File: src/design/kbio_pkg.sv
// Shared types and constants for the keyboard and interrupt I/O port block.
package kbio_pkg;

  typedef enum logic [2:0] {
    CMD_READ  = 3'd0,
    CMD_WRITE = 3'd1,
    CMD_TICK  = 3'd2,
    CMD_KEY   = 3'd3,
    CMD_POWER = 3'd4
  } cmd_t;

  // Input item, last field in the lowest bits.
  typedef struct packed {
    logic       level;
    logic [2:0] key_col;
    logic [3:0] key_row;
    logic [7:0] write_value;
    logic [7:0] port;
    cmd_t       command;
  } item_t;

  // Result item, last field in the lowest bits.
  typedef struct packed {
    logic       power_off;
    logic       interrupt_request;
    logic [7:0] read_data;
  } result_t;

  // Copies of the port bytes that the scan, select and tick logic look at.
  typedef struct packed {
    logic [7:0] scan_sel;
    logic [7:0] control;
    logic [7:0] irq_enable;
  } port_regs_t;

  localparam int         ItemWidth    = $bits(item_t);
  localparam int         ResultWidth  = $bits(result_t);
  localparam int         InDataWidth  = ((ItemWidth + 7) / 8) * 8;
  localparam int         OutDataWidth = ((ResultWidth + 7) / 8) * 8;

  localparam logic [7:0] STATUS_BASE  = 8'hE0;
  localparam logic [7:0] IRQ_SECOND   = 8'h10;
  localparam logic [7:0] IRQ_KEYBOARD = 8'h02;
  localparam logic [7:0] ROW_IDLE     = 8'hFF;
  localparam logic [1:0] CONTROL_SEL  = 2'h3;
  localparam int         SEL_WIDTH    = 10;

endpackage

File: src/design/kbio_port_store.sv
// Port byte memory with per-entry valid bits, plus copies of the special port bytes.
module kbio_port_store #(
  parameter int SCAN_PORT    = 1,
  parameter int CONTROL_PORT = 2,
  parameter int IRQ_PORT     = 3
) (
  input  logic                  clk,
  input  logic                  rst,
  input  logic                  rd_en,
  input  logic                  wr_en,
  input  logic [7:0]            addr,
  input  logic [7:0]            wdata,
  output logic [7:0]            rd_data,
  output kbio_pkg::port_regs_t  port_regs
);
  import kbio_pkg::*;

  localparam logic [7:0] ScanAddr    = 8'(SCAN_PORT);
  localparam logic [7:0] ControlAddr = 8'(CONTROL_PORT);
  localparam logic [7:0] IrqAddr     = 8'(IRQ_PORT);

  logic [7:0]   mem [256];
  logic [255:0] valid;
  logic [7:0]   mem_q;
  logic         hit_q;

  always_ff @(posedge clk) begin
    if (wr_en) begin
      mem[addr] <= wdata;
    end
    if (rd_en) begin
      mem_q <= mem[addr];
    end
  end

  always_ff @(posedge clk) begin
    if (rst) begin
      valid     <= '0;
      hit_q     <= 1'b0;
      port_regs <= '0;
    end else begin
      if (wr_en) begin
        valid[addr] <= 1'b1;
        if (addr == ScanAddr)    port_regs.scan_sel   <= wdata;
        if (addr == ControlAddr) port_regs.control    <= wdata;
        if (addr == IrqAddr)     port_regs.irq_enable <= wdata;
      end
      if (rd_en) begin
        hit_q <= valid[addr];
      end
    end
  end

  // never-written entries read as zero
  assign rd_data = mem_q & {8{hit_q}};

endmodule

File: src/design/kbio_exec.sv
// Keyboard matrix, interrupt status, tick counter and per-item result logic.
module kbio_exec #(
  parameter int KEY_ROW_COUNT = 10,
  parameter int SCAN_PORT     = 1,
  parameter int IRQ_PORT      = 3,
  parameter int STATUS_PORT   = 9,
  parameter int SHUTDOWN_PORT = 40
) (
  input  logic                  clk,
  input  logic                  rst,
  input  logic                  advance,
  input  kbio_pkg::item_t       item,
  input  kbio_pkg::port_regs_t  port_regs,
  input  logic [7:0]            mem_data,
  output kbio_pkg::result_t     result
);
  import kbio_pkg::*;

  localparam logic [7:0] ScanAddr     = 8'(SCAN_PORT);
  localparam logic [7:0] IrqAddr      = 8'(IRQ_PORT);
  localparam logic [7:0] StatusAddr   = 8'(STATUS_PORT);
  localparam logic [7:0] ShutdownAddr = 8'(SHUTDOWN_PORT);

  logic [7:0] key_rows      [KEY_ROW_COUNT];
  logic [7:0] key_rows_next [KEY_ROW_COUNT];
  logic [7:0] interrupt_status;
  logic [7:0] interrupt_status_next;
  logic [5:0] second_ticks;
  logic [5:0] second_ticks_next;
  logic       button_held;
  logic       button_held_next;

  logic [15:0] sel;
  logic [7:0]  scan;
  logic [7:0]  col_bit;
  logic        second_due;

  always_comb begin
    sel  = {{(16 - SEL_WIDTH){1'b0}}, port_regs.control[1:0] & CONTROL_SEL,
            port_regs.scan_sel};
    scan = ROW_IDLE;
    for (int r = 0; r < KEY_ROW_COUNT; r++) begin
      if (!sel[r]) scan = scan & key_rows[r];
    end
  end

  assign col_bit = 8'(1) << item.key_col;

  always_comb begin
    result                = '0;
    interrupt_status_next = interrupt_status;
    second_ticks_next     = second_ticks;
    button_held_next      = button_held;
    second_due            = 1'b0;
    for (int r = 0; r < KEY_ROW_COUNT; r++) begin
      key_rows_next[r] = key_rows[r];
    end
    case (item.command)
      CMD_READ: begin
        if (item.port == ScanAddr) begin
          result.read_data = scan;
        end else if (item.port == IrqAddr) begin
          result.read_data = interrupt_status;
        end else if (item.port == StatusAddr) begin
          result.read_data = STATUS_BASE | (button_held ? 8'h00 : IRQ_SECOND);
        end else begin
          result.read_data = mem_data;
        end
      end
      CMD_WRITE: begin
        if (item.port == IrqAddr) begin
          interrupt_status_next = interrupt_status & item.write_value;
        end
        if (item.port == ShutdownAddr && item.write_value[0]) begin
          result.power_off = 1'b1;
        end
      end
      CMD_TICK: begin
        second_ticks_next = second_ticks + 6'd1;
        second_due = (second_ticks_next == 6'd0)
                     && ((port_regs.irq_enable & IRQ_SECOND) != 8'h00)
                     && ((interrupt_status & IRQ_SECOND) == 8'h00);
        if (second_due) begin
          interrupt_status_next    = interrupt_status | IRQ_SECOND;
          result.interrupt_request = 1'b1;
        end else if (((port_regs.irq_enable & IRQ_KEYBOARD) != 8'h00)
                     && ((interrupt_status & IRQ_KEYBOARD) == 8'h00)) begin
          interrupt_status_next    = interrupt_status | IRQ_KEYBOARD;
          result.interrupt_request = 1'b1;
        end
      end
      CMD_KEY: begin
        // rows beyond the matrix match no entry and are dropped
        for (int r = 0; r < KEY_ROW_COUNT; r++) begin
          if (item.key_row == 4'(r)) begin
            key_rows_next[r] = item.level ? (key_rows[r] & ~col_bit)
                                          : (key_rows[r] | col_bit);
          end
        end
      end
      CMD_POWER: begin
        button_held_next = item.level;
      end
      default: begin
      end
    endcase
  end

  always_ff @(posedge clk) begin
    if (rst) begin
      interrupt_status <= '0;
      second_ticks     <= '0;
      button_held      <= 1'b0;
      for (int r = 0; r < KEY_ROW_COUNT; r++) begin
        key_rows[r] <= ROW_IDLE;
      end
    end else if (advance) begin
      interrupt_status <= interrupt_status_next;
      second_ticks     <= second_ticks_next;
      button_held      <= button_held_next;
      for (int r = 0; r < KEY_ROW_COUNT; r++) begin
        key_rows[r] <= key_rows_next[r];
      end
    end
  end

endmodule

File: src/design/keyboard_interrupt_io_controller.sv
// Top level: input stage, port store, execution logic and result register.
// Items pass the item register, then the output register. One item per cycle
// while m_tready does not stall; the port byte memory is read at accept and its
// registered output meets the item in the execution stage.
// Reset: clears pipeline valids, interrupt status, tick count and button state,
// sets all key rows to released and marks all 256 port bytes as zero.
module keyboard_interrupt_io_controller #(
  parameter int KEY_ROW_COUNT = 10,
  parameter int SCAN_PORT     = 1,
  parameter int CONTROL_PORT  = 2,
  parameter int IRQ_PORT      = 3,
  parameter int STATUS_PORT   = 9,
  parameter int SHUTDOWN_PORT = 40
) (
  input  logic                                clk,
  input  logic                                rst,
  input  logic                                s_tvalid,
  output logic                                s_tready,
  // command[2:0], port[10:3], write_value[18:11], key_row[22:19],
  // key_col[25:23], level[26], zero fill above
  input  logic [kbio_pkg::InDataWidth-1:0]    s_tdata,
  output logic                                m_tvalid,
  input  logic                                m_tready,
  // read_data[7:0], interrupt_request[8], power_off[9], zero fill above
  output logic [kbio_pkg::OutDataWidth-1:0]   m_tdata
);
  import kbio_pkg::*;

  item_t      in_item;
  item_t      item;
  logic       item_valid;
  logic       accept;
  logic       out_load;
  logic       advance;
  result_t    result;
  result_t    out_result;
  port_regs_t port_regs;
  logic [7:0] mem_data;

  assign in_item  = item_t'(s_tdata[ItemWidth-1:0]);
  assign out_load = !m_tvalid || m_tready;
  assign advance  = item_valid && out_load;
  assign s_tready = !item_valid || out_load;
  assign accept   = s_tvalid && s_tready;

  kbio_port_store #(
    .SCAN_PORT    (SCAN_PORT),
    .CONTROL_PORT (CONTROL_PORT),
    .IRQ_PORT     (IRQ_PORT)
  ) u_store (
    .clk       (clk),
    .rst       (rst),
    .rd_en     (accept),
    .wr_en     (accept && in_item.command == CMD_WRITE),
    .addr      (in_item.port),
    .wdata     (in_item.write_value),
    .rd_data   (mem_data),
    .port_regs (port_regs)
  );

  kbio_exec #(
    .KEY_ROW_COUNT (KEY_ROW_COUNT),
    .SCAN_PORT     (SCAN_PORT),
    .IRQ_PORT      (IRQ_PORT),
    .STATUS_PORT   (STATUS_PORT),
    .SHUTDOWN_PORT (SHUTDOWN_PORT)
  ) u_exec (
    .clk       (clk),
    .rst       (rst),
    .advance   (advance),
    .item      (item),
    .port_regs (port_regs),
    .mem_data  (mem_data),
    .result    (result)
  );

  always_ff @(posedge clk) begin
    if (rst) begin
      item_valid <= 1'b0;
      m_tvalid   <= 1'b0;
    end else begin
      if (s_tready) item_valid <= s_tvalid;
      if (out_load) m_tvalid   <= item_valid;
    end
  end

  always_ff @(posedge clk) begin
    if (accept)  item       <= in_item;
    if (advance) out_result <= result;
  end

  assign m_tdata = {{(OutDataWidth - ResultWidth){1'b0}}, out_result};

endmodule
File: config.mk
export PLATFORM = sky130hd
export DESIGN_NAME = keyboard_interrupt_io_controller
export DESIGN_NICKNAME = d
export VERILOG_FILES = /design/src/design/kbio_pkg.sv /design/src/design/kbio_port_store.sv /design/src/design/kbio_exec.sv /design/src/design/keyboard_interrupt_io_controller.sv
export SDC_FILE = /design/constraint.sdc
export NUM_CORES = 2
export LEC_CHECK = 0
export ABC_CLOCK_PERIOD_IN_PS = 2900
export BUFFER_PORTS_ARGS = -buffer_cell sky130_fd_sc_hd__buf_2
export CELL_PAD_IN_SITES_DETAIL_PLACEMENT = 1
export CELL_PAD_IN_SITES_GLOBAL_PLACEMENT = 1
export CORE_ASPECT_RATIO = 1.5
export CORE_MARGIN = 3
export CORE_UTILIZATION = 44
export DETAILED_ROUTE_END_ITERATION = 16
export GPL_TIMING_DRIVEN = 0
export PLACE_DENSITY = 0.71
export SYNTH_ARGS = -nofsm -noshare
export SYNTH_HDL_FRONTEND = slang
export SYNTH_HIERARCHICAL = 1
export SYNTH_SLANG_ARGS = --single-unit
File: constraint.sdc
create_clock -name clk -period 2.9 [get_ports clk]
set_input_delay 0.58 -clock clk [delete_from_list [all_inputs] [get_ports clk]]
set_output_delay 0.58 -clock clk [all_outputs]
set_load 0.03 [all_outputs]
# Yosys cells after proc, flatten, opt, wreduce, memory -nomap -nowiden
# Memories as Yosys holds them, arrays and structs flattened. A register that Yosys moved wholly into a read port is not among the register bits.
# Cells that the tools add are included.
# op_classes
addsub	1
order_cmp	2
eq_ne	25
shift	1
muxes	63
bitwise	44
n_reduce_logical	26
# ops
cell	n
$mux W8	45
$or A256 B256 Y256	1
$and A8 B8 Y8	21
$mux W80	1
$or A8 B8 Y8	10
$eq A8 B2 Y1 const B	3
$eq A4 B3 Y1 const B	4
$eq A8 B1 Y1 const B	2
$logic_not A8 Y1	2
$pmux W8 S2	1
$mux W1	12
$or A1 B1 Y1	10
$reduce_and A2 Y1	5
$lt A8 B9 Y1 const B	1
$bmux W1 S8	1
$demux W1 S8	1
$eq A4 B2 Y1 const B	2
$eq A4 B4 Y1 const B	2
$eq A8 B4 Y1 const B	1
$eq A8 B6 Y1 const B	1
$ge A8 B1 Y1 const B	1
$logic_and A1 B1 Y1	8
$not A8 Y8	1
$reduce_and A4 Y1	2
other kinds (18)	24
# totals
reg_bits	326
mem_bits_rw	2128
input_bits	36
out_inout_bits	18
elab_cells	185
mem_count	2
# memory_table
name	depth	width	rd	rd_clocked_by_memory_dff	wr	line	source
u_store.mem	256	8	1	1	1	kbio_port_store.sv:22	logic [7:0] mem [256];
u_exec.key_rows	10	8	10	0	10	kbio_exec.sv:24	logic [7:0] key_rows [KEY_ROW_COUNT];

# Longest topological paths before layout
# An unclocked memory read counts as a cell.
# logic_depth
word_depth	21
ltp_mapped	14
depth_no_buf	8

# Modules after synthesis
# The synthesis kept the hierarchy.
# by_module_without_submodules
module	instances	cells_per_inst	area_each_um2
kbio_port_store	1	4469	89590.9
kbio_exec	1	482	4779.6
keyboard_interrupt_io_controller	1	56	1271.2

# Least setup slack after synthesis
# OpenSTA, ideal clock, no wires.
# synth_path
path_type	in2reg
startpoint	input s_tdata[3] in the netlist's numbering
endpoint	register u_store.mem_q[5] (read register of u_store.mem) (data pin)
t_arrival_ps	2889
setup_slack_ps	-255
stages	8
n_path_buf	4
cell_sequence	buf_4 buf_4 buf_2 buf_2 mux4_2 mux4_2 a221oi_1 o21ai_1
# synth_rtl
item	line	source
start: declaration	keyboard_interrupt_io_controller.sv:21	input logic [kbio_pkg::InDataWidth-1:0] s_tdata,
end: declaration	kbio_port_store.sv:24	logic [7:0] mem_q;

==> impl_metrics.tcl <==
set metrics [dict create \
    cts_tree "built" \
    hold_viol_final 0 \
    syn_avg_cell_area_um2 19.2 \
    grt_util_met3_pct 7.66 \
    layout-drive-gt1-share_pct 33.6 \
    maxCapViolations 1 \
    grt_overflow 0 \
    synth_area_um2 95300 \
    io_buffers 42 \
    wl_um 380000 \
    ir_drop_mv 0.587 \
    post-dp-hpwl_um 246000 \
    dp_slack_ns -3.77 \
    vias 56800 \
    cts_buffers 225 \
    met2_usage_pct 53.5 \
    intPower_mw 57.6 \
    clock.fmax_mhz 305 \
    io_pins 54 \
    postRouteAntennaNets 0 \
    setup_viol 633 \
    grt_first_pass_wirelength_um 499000 \
    switching_share_pct 22.8 \
    cts.clk_slew.worst_paths_ns 0.07 \
    slew_headroom_pct -3.02 \
    final_nets 5542 \
    fin_area_um2 114000 \
    drcViolationCount 0 \
    violations "max-capacitance violations, max-slew violations, negative setup slack" \
    clockRootBuffer "clkbuf_16" \
    avgViaCountPerCell 6.65 \
    cp_data_arrival_time_ns 3.88 \
    hp-class "in2reg" \
    rsz0062_at_grt "yes" \
    period_needed_ns 3.28 \
    antenna_found_initial 22 \
    power_density_nw_per_um2 652 \
    dpl_cell_area_um2 100000 \
    syn_to_final_growth_pct 20.2 \
    ys_warn_count 6 \
    grt_pass1_vias 56200 \
    maxSlewViolCount 11 \
    fp.dieArea_um2 222000 \
    status "complete, but fails checks" \
    clock_path_buffers 4 \
    crit_path_start_kind "input port" \
    die_h_um 576 \
    initial_utilization_pct 44.4 \
    critPathKind "in2reg" \
    cts_sinks 2459 \
    drtPass1Iterations 6 \
    die_width_um 386 \
    grt_max_degree 160 \
    p_total_mw 74.6 \
    coreArea_um2 215000 \
    gp_congestion 1.03 \
    synthCells 4959 \
    grtUsageMet1_pct 38.1 \
    drtIter0Drc 8120 \
    fin_skew_ns 0.0521 \
    grt_busiest_layer "met2" \
    post_drt_wl_per_cell_um 44.5 \
    tightest_slew_ns 1.55 \
    p_comb_share_pct 7.3 \
    cp_max_fo 10 \
    fin_util_pct 53.3 \
    cp-end-kind "flip-flop" \
    power.switching_mw 17.0 \
    htreeDepth 4 \
    fin_ws_ns -0.377 \
    p_leak_nw 36.3 \
    clockPowerShare_pct 41.0 \
    seq_power_share_pct 51.7 \
    fin_crit_sh_pct 113 \
    hold_slack_ns 0.0637 \
    clk-insertion-delay-late_ns 0.91 \
    grt_usage_pct 33.7 \
    cp_data_required_time_ns 3.51 \
    row_count 208 \
]
[state kept, by name, indices dropped and copies added (netlist names)]
name                     cells
u_store/mem_q                8
m_tvalid                     1
u_store/port_regs           12
item_valid                   1
u_exec/second_ticks          6
u_store/hit_q                1
u_store/mem               2048
u_store/valid              256
u_exec/button_held           1
u_exec/interrupt_status      8
m_tdata                     10
item                        27
u_exec/key_rows             80
[layout by cell type (no fill, tap or decap), types with 11 or more instances in the layout]
master and count:
edfxtp_1 2173, mux4_2 671, nor2_1 518, dfxtp_1 286, clkbuf_16 236, nor2_4 225, nand2_1 206, buf_4 151
clkbuf_1 113, buf_12 112, mux2i_1 60, buf_16 56, buf_6 51, a22oi_1 48, clkinv_2 47, a21oi_1 46
nor2_2 43, o22ai_1 40, clkinv_1 36, buf_2 36, clkbuf_8 33, buf_8 30, a21o_1 28, clkbuf_2 26
bufinv_16 25, dlygate4sd3_1 21, nand3_1 21, o21ba_2 21, nor3_1 18, clkbuf_4 18, diode_2 16, a22oi_2 16
nand2b_1 15, nor2b_1 12, nor4_1 11, nand2_2 11
[critical path, cell delays in order]
cell and delay, ns:
buf_6 0.18, buf_4 0.24, buf_12 0.22, buf_12 0.28, buf_8 0.29, mux4_2 0.37, mux2i_2 0.23, o22ai_1 0.12
mux2i_2 0.35, nand4_1 0.38, a221oi_4 0.38, o21ai_2 0.13
[worst paths after layout]
kind                                            start                     to  slack, ns  cells after the start
worst max-delay path                       s_tdata[4]       u_store/mem_q[5]      -0.38                     12
worst max register to register    u_store/mem[183][2]       u_store/mem_q[2]      -0.16                      5
worst min register to register  u_store/port_regs[20]  u_store/port_regs[20]       0.45                      2
worst min-delay path                       s_tdata[9]                item[9]       0.06                      1
[what timing repair did]
item                                   4_1_cts  5_1_grt
pin swaps                                   57       33
hold buffers                                20        1
setup endpoints to repair                 2325     1381
resized for setup                          761      206
endpoints found under the hold margin       26        1
setup buffers                              109      112
gates cloned                                 9        7
[stage by stage]
step                TNS [ns]  std cells
finish                -26.92       8540
global placement           -       7841
detailed placement  -7109.63       7859
floorplan             -65.58       4964
global route           -2.69       8526
CTS                   -43.73       8404
[final cells by class]
| class | instances | area, µm² |
|---|---|---|
| clock inverter | 123 | 1270 |
| tap | 2835 | 3550 |
| inverter | 12 | 51.3 |
| multi-input combinational | 2206 | 25100 |
| antenna | 16 | 40.0 |
| fill | 18900 | 100000 |
| sequential | 2459 | 71000 |
| buffer | 292 | 3350 |
| clock buffer | 289 | 6180 |
| timing repair buffer | 308 | 3910 |
[power by group through the flow]
stage	sequential [mW]	clock (mW)	combinational, mW
after detailed placement	39.4	0	4.57
after floorplan	39.3	0	1.98
after CTS	38.6	30.8	4.95
after global routing	38.6	32.2	5.37
final	38.6	30.6	5.42
after global placement	39.5	0	4.41
[per-layer routing]
layer / part of all wire (%) / wire length, µm
met1: 31 / 119000
met2: 47 / 180000
met3: 10 / 39300
met4: 11 / 42000
met5: 0.011 / 40
(Power assumes the default switching activity.)
